==> src/hw/rtl/assert_macros.svh <==
// Assertion macros for the RTL file that carries concurrent checks.
`ifndef ASSERT_MACROS_SVH
`define ASSERT_MACROS_SVH

// Whenever the antecedent holds, the consequent must hold in the same cycle.
`define ASSERT_IMPLIES(label, clk, rst_n, ante, cons) \
    label: assert property (@(posedge clk) disable iff (!(rst_n)) (ante) |-> (cons)) \
        else $error("assertion failed");

// Whenever the antecedent holds, the consequent must hold in the next cycle.
`define ASSERT_NEXT(label, clk, rst_n, ante, cons) \
    label: assert property (@(posedge clk) disable iff (!(rst_n)) (ante) |=> (cons)) \
        else $error("assertion failed");

`endif

==> src/hw/rtl/hmf_pkg.sv <==
// Package of the HTTP message framer: widths, character codes, key text and result type.
package hmf_pkg;

    localparam int LENGTH_BITS = 32;
    localparam int OUT_LEN_BITS = 32;
    localparam int KEY_LEN = 15;

    localparam logic [7:0] CHAR_CR    = 8'h0D;
    localparam logic [7:0] CHAR_LF    = 8'h0A;
    localparam logic [7:0] CHAR_SPACE = 8'h20;
    localparam logic [7:0] CHAR_ZERO  = 8'h30;
    localparam logic [7:0] CHAR_NINE  = 8'h39;

    // One result item as it travels from the parser to the output register.
    typedef struct packed {
        logic [7:0]              out_byte;
        logic                    in_body;
        logic                    header_last;
        logic                    message_last;
        logic                    length_found;
        logic [OUT_LEN_BITS-1:0] body_length;
    } t_result;

    // Text of the key "Content-Length:", one character per index.
    function automatic logic [7:0] key_char(input logic [3:0] idx);
        logic [7:0] c;
        case (idx)
            4'd0:    c = "C";
            4'd1:    c = "o";
            4'd2:    c = "n";
            4'd3:    c = "t";
            4'd4:    c = "e";
            4'd5:    c = "n";
            4'd6:    c = "t";
            4'd7:    c = "-";
            4'd8:    c = "L";
            4'd9:    c = "e";
            4'd10:   c = "n";
            4'd11:   c = "g";
            4'd12:   c = "t";
            4'd13:   c = "h";
            4'd14:   c = ":";
            default: c = 8'h00;
        endcase
        return c;
    endfunction

endpackage

==> src/hw/rtl/hmf_parser.sv <==
// Byte parser of the framer: header matchers, length accumulator and body counter.
module hmf_parser (
    input  logic             i_clk,
    input  logic             i_rst_n,
    input  logic             i_accept,
    input  logic [7:0]       i_byte,
    output hmf_pkg::t_result o_result
);
    import hmf_pkg::*;

    localparam int PROD_BITS = LENGTH_BITS + 4;

    typedef enum logic { PH_HEADER, PH_BODY } t_phase;
    typedef enum logic [1:0] { VS_KEY, VS_SKIP, VS_DIGITS, VS_DONE } t_vstage;

    t_phase                 r_phase, n_phase;
    t_vstage                r_vstage, n_vstage;
    logic [1:0]             r_term, n_term;
    logic [3:0]             r_key, n_key;
    logic [LENGTH_BITS-1:0] r_acc, n_acc;
    logic [LENGTH_BITS-1:0] r_rem, n_rem;

    logic                   in_body, header_last, message_last, term_hit, is_digit;
    logic [PROD_BITS-1:0]   prod;
    logic [LENGTH_BITS+OUT_LEN_BITS-1:0] acc_ext;

    assign is_digit = (i_byte inside {[CHAR_ZERO:CHAR_NINE]});
    // acc * 10 + digit, wide enough that overflow shows in the top four bits.
    assign prod = {r_acc, 3'b000} + {2'b00, r_acc, 1'b0}
                + PROD_BITS'(i_byte[3:0] - CHAR_ZERO[3:0]);

    always_comb begin
        n_phase      = r_phase;
        n_vstage     = r_vstage;
        n_term       = r_term;
        n_key        = r_key;
        n_acc        = r_acc;
        n_rem        = r_rem;
        in_body      = 1'b0;
        header_last  = 1'b0;
        message_last = 1'b0;
        term_hit     = 1'b0;

        if (r_phase == PH_BODY) begin
            in_body = 1'b1;
            n_rem = r_rem - LENGTH_BITS'(r_rem != '0);
            message_last = (n_rem == '0);
        end else begin
            // Content-Length key and value.
            case (r_vstage)
                VS_KEY: begin
                    if (i_byte == key_char(r_key)) begin
                        if (r_key == 4'(KEY_LEN - 1)) begin
                            n_key    = 4'd0;
                            n_vstage = VS_SKIP;
                        end else begin
                            n_key = r_key + 4'd1;
                        end
                    end else begin
                        n_key = (i_byte == key_char(4'd0)) ? 4'd1 : 4'd0;
                    end
                end
                VS_SKIP, VS_DIGITS: begin
                    if (i_byte == CHAR_SPACE && r_vstage == VS_SKIP) begin
                        n_vstage = VS_SKIP;
                    end else if (is_digit) begin
                        n_acc = (|prod[PROD_BITS-1:LENGTH_BITS]) ? '1
                                                                : prod[LENGTH_BITS-1:0];
                        n_vstage = VS_DIGITS;
                    end else begin
                        n_vstage = VS_DONE;
                    end
                end
                default: begin
                    n_vstage = r_vstage;
                end
            endcase

            // Blank-line terminator CR LF CR LF.
            if (i_byte == CHAR_CR) begin
                n_term = (r_term == 2'd2) ? 2'd3 : 2'd1;
            end else if (i_byte == CHAR_LF && r_term == 2'd1) begin
                n_term = 2'd2;
            end else if (i_byte == CHAR_LF && r_term == 2'd3) begin
                n_term   = 2'd0;
                term_hit = 1'b1;
            end else begin
                n_term = 2'd0;
            end

            if (term_hit) begin
                header_last = 1'b1;
                if (n_acc == '0) begin
                    message_last = 1'b1;
                end else begin
                    n_phase = PH_BODY;
                    n_rem   = n_acc;
                end
            end
        end
    end

    assign acc_ext = {{OUT_LEN_BITS{1'b0}}, n_acc};

    always_comb begin
        o_result.out_byte     = i_byte;
        o_result.in_body      = in_body;
        o_result.header_last  = header_last;
        o_result.message_last = message_last;
        o_result.length_found = (n_vstage != VS_KEY);
        o_result.body_length  = (|acc_ext[LENGTH_BITS+OUT_LEN_BITS-1:OUT_LEN_BITS])
                              ? '1 : acc_ext[OUT_LEN_BITS-1:0];
    end

    always_ff @(posedge i_clk) begin
        if (!i_rst_n) begin
            r_phase  <= PH_HEADER;
            r_vstage <= VS_KEY;
            r_term   <= 2'd0;
            r_key    <= 4'd0;
            r_acc    <= '0;
            r_rem    <= '0;
        end else if (i_accept) begin
            if (message_last) begin
                r_phase  <= PH_HEADER;
                r_vstage <= VS_KEY;
                r_term   <= 2'd0;
                r_key    <= 4'd0;
                r_acc    <= '0;
                r_rem    <= '0;
            end else begin
                r_phase  <= n_phase;
                r_vstage <= n_vstage;
                r_term   <= n_term;
                r_key    <= n_key;
                r_acc    <= n_acc;
                r_rem    <= n_rem;
            end
        end
    end

endmodule

==> src/hw/rtl/hmf_out_reg.sv <==
// Result register of the framer with its valid flag.
module hmf_out_reg (
    input  logic             i_clk,
    input  logic             i_rst_n,
    input  logic             i_load,
    input  hmf_pkg::t_result i_result,
    input  logic             i_taken,
    output logic             o_valid,
    output hmf_pkg::t_result o_result
);
    import hmf_pkg::*;

    logic    r_valid;
    t_result r_result;

    always_ff @(posedge i_clk) begin
        if (!i_rst_n) begin
            r_valid <= 1'b0;
        end else if (i_load) begin
            r_valid <= 1'b1;
        end else if (i_taken) begin
            r_valid <= 1'b0;
        end
    end

    always_ff @(posedge i_clk) begin
        if (i_load) begin
            r_result <= i_result;
        end
    end

    assign o_valid  = r_valid;
    assign o_result = r_result;

endmodule

==> src/hw/rtl/http_message_framer.sv <==
// Top level of the HTTP message framer: stream ports, parser and result register.
//
// The framer takes the bytes of one connection, one request per byte, and
// splits them into HTTP messages framed by Content-Length. Every accepted
// byte yields exactly one result, which appears on the master side in the
// cycle after acceptance; while the master side takes results, the
// sustained rate is one byte per clock. That figure is set by the single
// pass of matcher and counter logic from the parser state into the result
// register. The slave side stays ready while the result register is empty
// or its contents are being taken in the same cycle. The header ends at the
// CR LF CR LF terminator; the first case-sensitive "Content-Length:" key in
// it is followed by optional spaces and decimal digits, which saturate at
// the counter maximum. A missing, empty or non-numeric value gives a length
// of zero, in which case the message ends on the final LF of the header.
// Otherwise that many body bytes follow and tlast marks the last of them;
// the byte after it starts a new message straight away.
`include "assert_macros.svh"

module http_message_framer (
    input  logic        i_clk,
    input  logic        i_rst_n,
    input  logic        i_s_tvalid,
    output logic        o_s_tready,
    input  logic [7:0]  i_s_tdata,   // [7:0] data_byte
    output logic        o_m_tvalid,
    input  logic        i_m_tready,
    output logic [39:0] o_m_tdata,   // [7:0] out_byte, [39:8] body_length
    output logic        o_m_tlast,   // message_last
    output logic [2:0]  o_m_tuser    // [0] in_body, [1] header_last, [2] length_found
);
    import hmf_pkg::*;

    logic    accept;
    t_result parsed;
    t_result held;

    // The result register frees up when it is empty or drained this cycle.
    assign o_s_tready = !o_m_tvalid || i_m_tready;
    assign accept     = i_s_tvalid && o_s_tready;

    hmf_parser u_parser (
        .i_clk    (i_clk),
        .i_rst_n  (i_rst_n),
        .i_accept (accept),
        .i_byte   (i_s_tdata),
        .o_result (parsed)
    );

    hmf_out_reg u_out_reg (
        .i_clk    (i_clk),
        .i_rst_n  (i_rst_n),
        .i_load   (accept),
        .i_result (parsed),
        .i_taken  (i_m_tready),
        .o_valid  (o_m_tvalid),
        .o_result (held)
    );

    assign o_m_tdata = {held.body_length, held.out_byte};
    assign o_m_tlast = held.message_last;
    assign o_m_tuser = {held.length_found, held.header_last, held.in_body};

    // A byte is never both body and header terminator.
    `ASSERT_IMPLIES(a_body_not_header, i_clk, i_rst_n, o_m_tvalid, !(o_m_tuser[0] && o_m_tuser[1]))
    // A header with zero length closes its message on the terminator itself.
    `ASSERT_IMPLIES(a_empty_body_ends, i_clk, i_rst_n, o_m_tvalid && o_m_tuser[1] && o_m_tdata[39:8] == 32'd0, o_m_tlast)
    // A body only exists after a length key was found.
    `ASSERT_IMPLIES(a_body_needs_key, i_clk, i_rst_n, o_m_tvalid && o_m_tuser[0], o_m_tuser[2])
    // Any byte that ends a message, in header or body, leaves the next one in the header.
    `ASSERT_NEXT(a_restart_header, i_clk, i_rst_n, accept && parsed.message_last, !u_parser.r_phase)

endmodule

==> config.mk <==
export PLATFORM = sky130hd
export DESIGN_NAME = http_message_framer
export DESIGN_NICKNAME = d
export VERILOG_FILES = /design/src/hw/rtl/hmf_pkg.sv /design/src/hw/rtl/hmf_parser.sv /design/src/hw/rtl/hmf_out_reg.sv /design/src/hw/rtl/http_message_framer.sv
export VERILOG_INCLUDE_DIRS = /design/src /design/src/hw/rtl
export SDC_FILE = /design/constraint.sdc
export NUM_CORES = 1
export LEC_CHECK = 0
export ABC_AREA = 1
export BUFFER_PORTS_ARGS = -buffer_cell sky130_fd_sc_hd__buf_2
export CAP_MARGIN = 0
export CORE_UTILIZATION = 60
export DETAILED_ROUTE_END_ITERATION = 8
export GPL_TIMING_DRIVEN = 0
export PLACE_DENSITY_LB_ADDON = 0.12
export SYNTH_ARGS = -nofsm -noshare
export SYNTH_HDL_FRONTEND = slang
export SYNTH_HIERARCHICAL = 1
export SYNTH_SLANG_ARGS = --single-unit
==> constraint.sdc <==
create_clock -name i_clk -period 14.2 [get_ports i_clk]
set_clock_uncertainty 0.1 [all_clocks]
set_input_delay 2.84 -clock i_clk [delete_from_list [all_inputs] [get_ports i_clk]]
set_output_delay 2.84 -clock i_clk [all_outputs]
set_load 0.02 [all_outputs]
## Word level (Yosys, flattened, before mapping)

Memories as Yosys holds them, arrays and structs flattened. A register that Yosys moved wholly into a read port is not among the register bits.
Cells that the tools add are included.

| operators by class | value |
|---|---|
| $lt $le $gt $ge | 2 |
| $add $sub $neg | 4 |
| equal/unequal tests | 13 |
| multiplexer cells | 48 |
| reduce and logical (&&, ||, !) cells | 20 |

Operators by type and width:

| cell | number |
|---|---|
| 32-bit 2-to-1 mux | 11 |
| 32-bit zero test | 2 |
| 35-bit by 33-bit adder with 36-bit output | 1 |
| 36-bit by 4-bit adder with 36-bit output | 1 |
| 32-bit nonzero test | 1 |
| 32-bit by 1-bit subtractor with 32-bit output | 1 |
| 4-bit 2-to-1 mux | 7 |
| 2-bit 2-to-1 mux | 10 |
| 1-bit 2-to-1 mux | 17 |
| 8-bit by 4-bit == test with 1-bit output (second input constant) | 2 |
| 8-bit 2-to-1 mux | 2 |
| 8-bit by 6-bit == test with 1-bit output (second input constant) | 1 |
| 8-bit by 7-bit == test with 1-bit output (second input constant) | 1 |
| 8-bit == test | 1 |
| 8-bit by 6-bit >= comparator with 1-bit output (second input constant) | 1 |
| 8-bit by 6-bit <= comparator with 1-bit output (second input constant) | 1 |
| 2-bit == test (second input constant) | 3 |
| 3-bit AND reduction | 2 |
| 2-bit nonzero test | 3 |
| 1-bit logical AND | 5 |
| 4-bit by 1-bit adder with 4-bit output (second input constant) | 1 |
| 2-bit by 1-bit == test with 1-bit output (second input constant) | 2 |
| 4-bit == test (second input constant) | 1 |
| 2-bit case mux with 2 select lines | 1 |
| other kinds (9) | 9 |

| word-level totals | value |
|---|---|
| word-level logic and storage cells | 101 |
| bits of input ports | 12 |
| memories kept | 1 |
| flip-flop bits (word level) | 118 |
| output and inout bits | 46 |
| bits in read-only memories | 112 |

Memory list:

| memory | words | width | rd ports | clocked after Yosys merged registers in | wr ports | line | text |
|---|---|---|---|---|---|---|---|
| (name not given) | 16 | 7 | 1 | 1 | 0 | hmf_pkg.sv:27 | `case (idx)` |

## Depth between registers and ports, before layout

| depth | value |
|---|---|
| depth after elaboration | 16 |
| mapped depth | 36 |
| mapped depth without buffers | 35 |

## Hierarchy

The synthesis kept the hierarchy.

By module, submodules not included:

| module | seq. area each (um2) | area each (um2) | cells each | times used |
|---|---|---|---|---|
| hmf_parser | 1601.5 | 8503.2 | 1450 | 1 |
| hmf_out_reg | 1341.3 | 1365.1 | 50 | 1 |
| http_message_framer | 0.0 | 20.0 | 4 | 1 |

## Worst setup path before layout

OpenSTA, ideal clock, no wires.

| timing path | value |
|---|---|
| path kind | input to register |
| start | input port i_s_tdata[3] |
| end | register (tool-made name) |
| data arrival time | 6.614 ns |
| path buffers | 1 |
| required time | 13.983 ns |
| library setup time | 0.117 ns |
| slack | 7.369 ns |
| cell stages on the path | 34 |
| path through | inv_1 fa_1 fa_1 inv_1 nand2_1 nand2_1 nand3_1 nand2_1 nand2_1 nand2_2 nand2_2 nand2_1 nand2_1 nand2_1 nand2_1 nor2_4 buf_6 nand3_1 nand2_1 nand2_1 nor2_1 nand2_1 nor2_2 nand3_4 nand3_4 nand2_4 nand2_1 nand2_2 nor2_4 inv_1 ha_1 or2_0 nand3_1 o21ai_1 |

RTL lines:

| item | line | text |
|---|---|---|
| from (decl) | http_message_framer.sv:24 | `input logic [7:0] i_s_tdata,` |

==> metrics.txt <==
CP Depth=35; worst-case reg-to-reg path depth=34; commonest non-fill, non-tap cell in the layout=nand2_1; outcome=finished, final reports clean; register bit total from synthesis=between 100 and 150; Max-Cap Viols=0; full die area=17000 um2; critical path arrival=7.68 ns; CTS root buf=clkbuf_16; H-Tree Level Count=4; gpl congestion=0.984; worst-case vdd ir drop=~0.10 mV; Worst R2R Start=u_parser/r_acc[0]; crit-path max FO=10; top-area cell type share of the netlist area=0.180; area leader, netlist=nand2_1; clock sink count=125; measured slew at the worst slew-check pin=0.908 ns; most used routing layer=met2; Post-Synthesis Cells=1504; first-pass detailed-route iteration total=5; Setup crit start=i_s_tdata[3]; area grow syn2layout=11.8%; Avg WL per Cell=15.3 um; Crit-path slowest cell=fa_1; most frequent cells in the layout=nand2_1, a21oi_1, inv_1, nor2_1, dfxtp_1; crit-path max cell delay=0.56 ns; synthesis warning total=6; TritonCTS buffer count=17; leak pwr=5.60 nW; io pins=58; cts repair resizes=0; vias in the first global route=between 9000 and 10000; Clk pin slew, worst setup/hold paths=roughly 0.06 ns; P per Cell Area=78.5 nW/um2; Pwr Total=0.867 mW; Setup crit end kind=register; DPL Wire Length=21.6 mm; met1 global-route usage=0.425; crit path buf inv count=5; DR vias=10100; worst min path class=reg -> reg; Bufs on Longest Clock Path=2; # nets final=1669; port buffer count=57; startpoint types=primary input; die boundary height=around 130 um; Final Setup Violations=0; initial drt markers=1001; row count=46; fin crit share=0.526; post-CTS setup buffers=0; DRC Markers=0; GRT Total Usage=0.336; Hold Path Stages=2; minimum clock period=~7.5 ns; Clock Latency Late Sink=0.42 ns; Crit Path Category=in -> reg; core area=16000 um2; average size of a mapped cell=6.57 um2; Slew Limit Fails=0; Sum Neg Setup Slack=0 ns; final WL=27.7 mm; Most common cell on crit path=nand2_1; DR vias/cell=~5.6; n_diodes=0; Crit path max-delay family=simple AND/OR/NAND/NOR gates; Hold Buf Count CTS=0; Synth area leaders=nand2_1, dfxtp_1, edfxtp_1; Netlist cell types=45; Synth Cell Area=9890 um2; Worst EP required=~14 ns; initial antenna violation count=0; first-pass GRT wire length=about 44 mm; RSZ-0062 raised after global routing=no; Die Wd=130 um; pin count of the biggest net entering global routing=25; CTS tree=yes; met3 Use GR=0.0643; Slew headroom=0.395; Fmax achieved=134 MHz; Syn Nets=1592; GR Layer Usage met2=0.549; R2R setup slack=between 8 and 9 ns; GR Overflow Total=0; layout cells sized above 1=0.101; Final Hold Vio Count=0; remaining antenna violation count=0; post-synthesis sequential area ratio=0.298; initial core utilization=0.618
-- synth_stat cells, drive strengths merged --
library cell,instances
nand2,489
a21oi,191
inv,184
nor2,158
dfxtp,81
ha,74
nand3,73
edfxtp,44
clkbuf,33
xor2,31
o21ai,23
xnor2,22
nor3,20
buf,18
nand4,15
or2,11
nor4,9
nand3b,5
and2,4
and3,4
o21bai,4
a31oi,3
fa,2
o21a,2
clkinv,1
o2111ai,1
o211ai,1
o22ai,1
-- registers in the layout, summed over array words and instances, names as in the netlist, named ones only --
name	count
u_out_reg/o_result	44
u_parser/r_acc	32
u_parser/r_rem	32
u_parser/r_key	4
u_parser/r_term	2
u_parser/r_vstage	2
u_out_reg/o_valid	1
u_parser/r_phase	1
-- stage by stage --
stage	area, um2	instances	hold WS, ns	util	worst slack (ns)
after global routing	11100	1810	0.402	0.691	6.30
final	11100	1810	0.368	0.691	6.72
after detailed placement	10500	1778	0.357	0.655	6.41
after CTS	11100	1810	0.367	0.691	6.81
after global placement	10400	1777	0.353	0.653	6.44
after floorplan	9890	1504	0.345	-	7.37
-- how the worst min path moves through the flow --
stage                        from                 end
2_1_floorplan   u_parser/r_rem[0]   u_parser/r_rem[0]
3_3_place_gp   u_parser/r_rem[31]  u_parser/r_rem[31]
3_5_place_dp   u_parser/r_rem[31]  u_parser/r_rem[31]
4_1_cts        u_parser/r_rem[31]  u_parser/r_rem[31]
5_1_grt         u_parser/r_rem[0]   u_parser/r_rem[0]
6_report       u_parser/r_rem[31]  u_parser/r_rem[31]
-- metal layers --
layer / part of all wire / vias up
li1: - / 5001
met1: 0.42 / 4500
met2: 0.46 / 468
met3: 0.082 / 83
met4: 0.045 / 0
met5: 0 / -
-- kinds of logic after synthesis --
family	share of synthesized area
simple gates	0.343
buf+inv	0.0965
compound gates	0.119
flops	0.298
fa+ha+maj	0.0977
xor+xnor	0.0469
-- worst reg2reg max path: cells and delay by family, from the launching register on --
family | cells | cell delay (ns)
fa+ha+maj | 3 | 1.24
flops | 1 | 0.36
buf+inv | 4 | 0.46
simple gates | 26 | 2.85
compound gates | 1 | 0.07
-- power breakdown --
| part | total (mW) | leakage (nW) | internal, mW | switching [mW] |
|---|---|---|---|---|
| combinational | 0.0558 | 4.23 | 0.0168 | 0.0390 |
| sequential | 0.383 | 1.10 | 0.380 | 0.00312 |
| clock | 0.429 | 0.278 | 0.259 | 0.170 |
-- cell type report --
type	instances	area, um2
tap	216	270
sequential	125	2940
multi-input combinational	1143	6000
buffer	51	258
inverter	185	697
fill	1464	4950
clock buffer	19	433
timing repair buffer	58	313
clock inverter	13	139
Power figures use the tool's default switching activity.
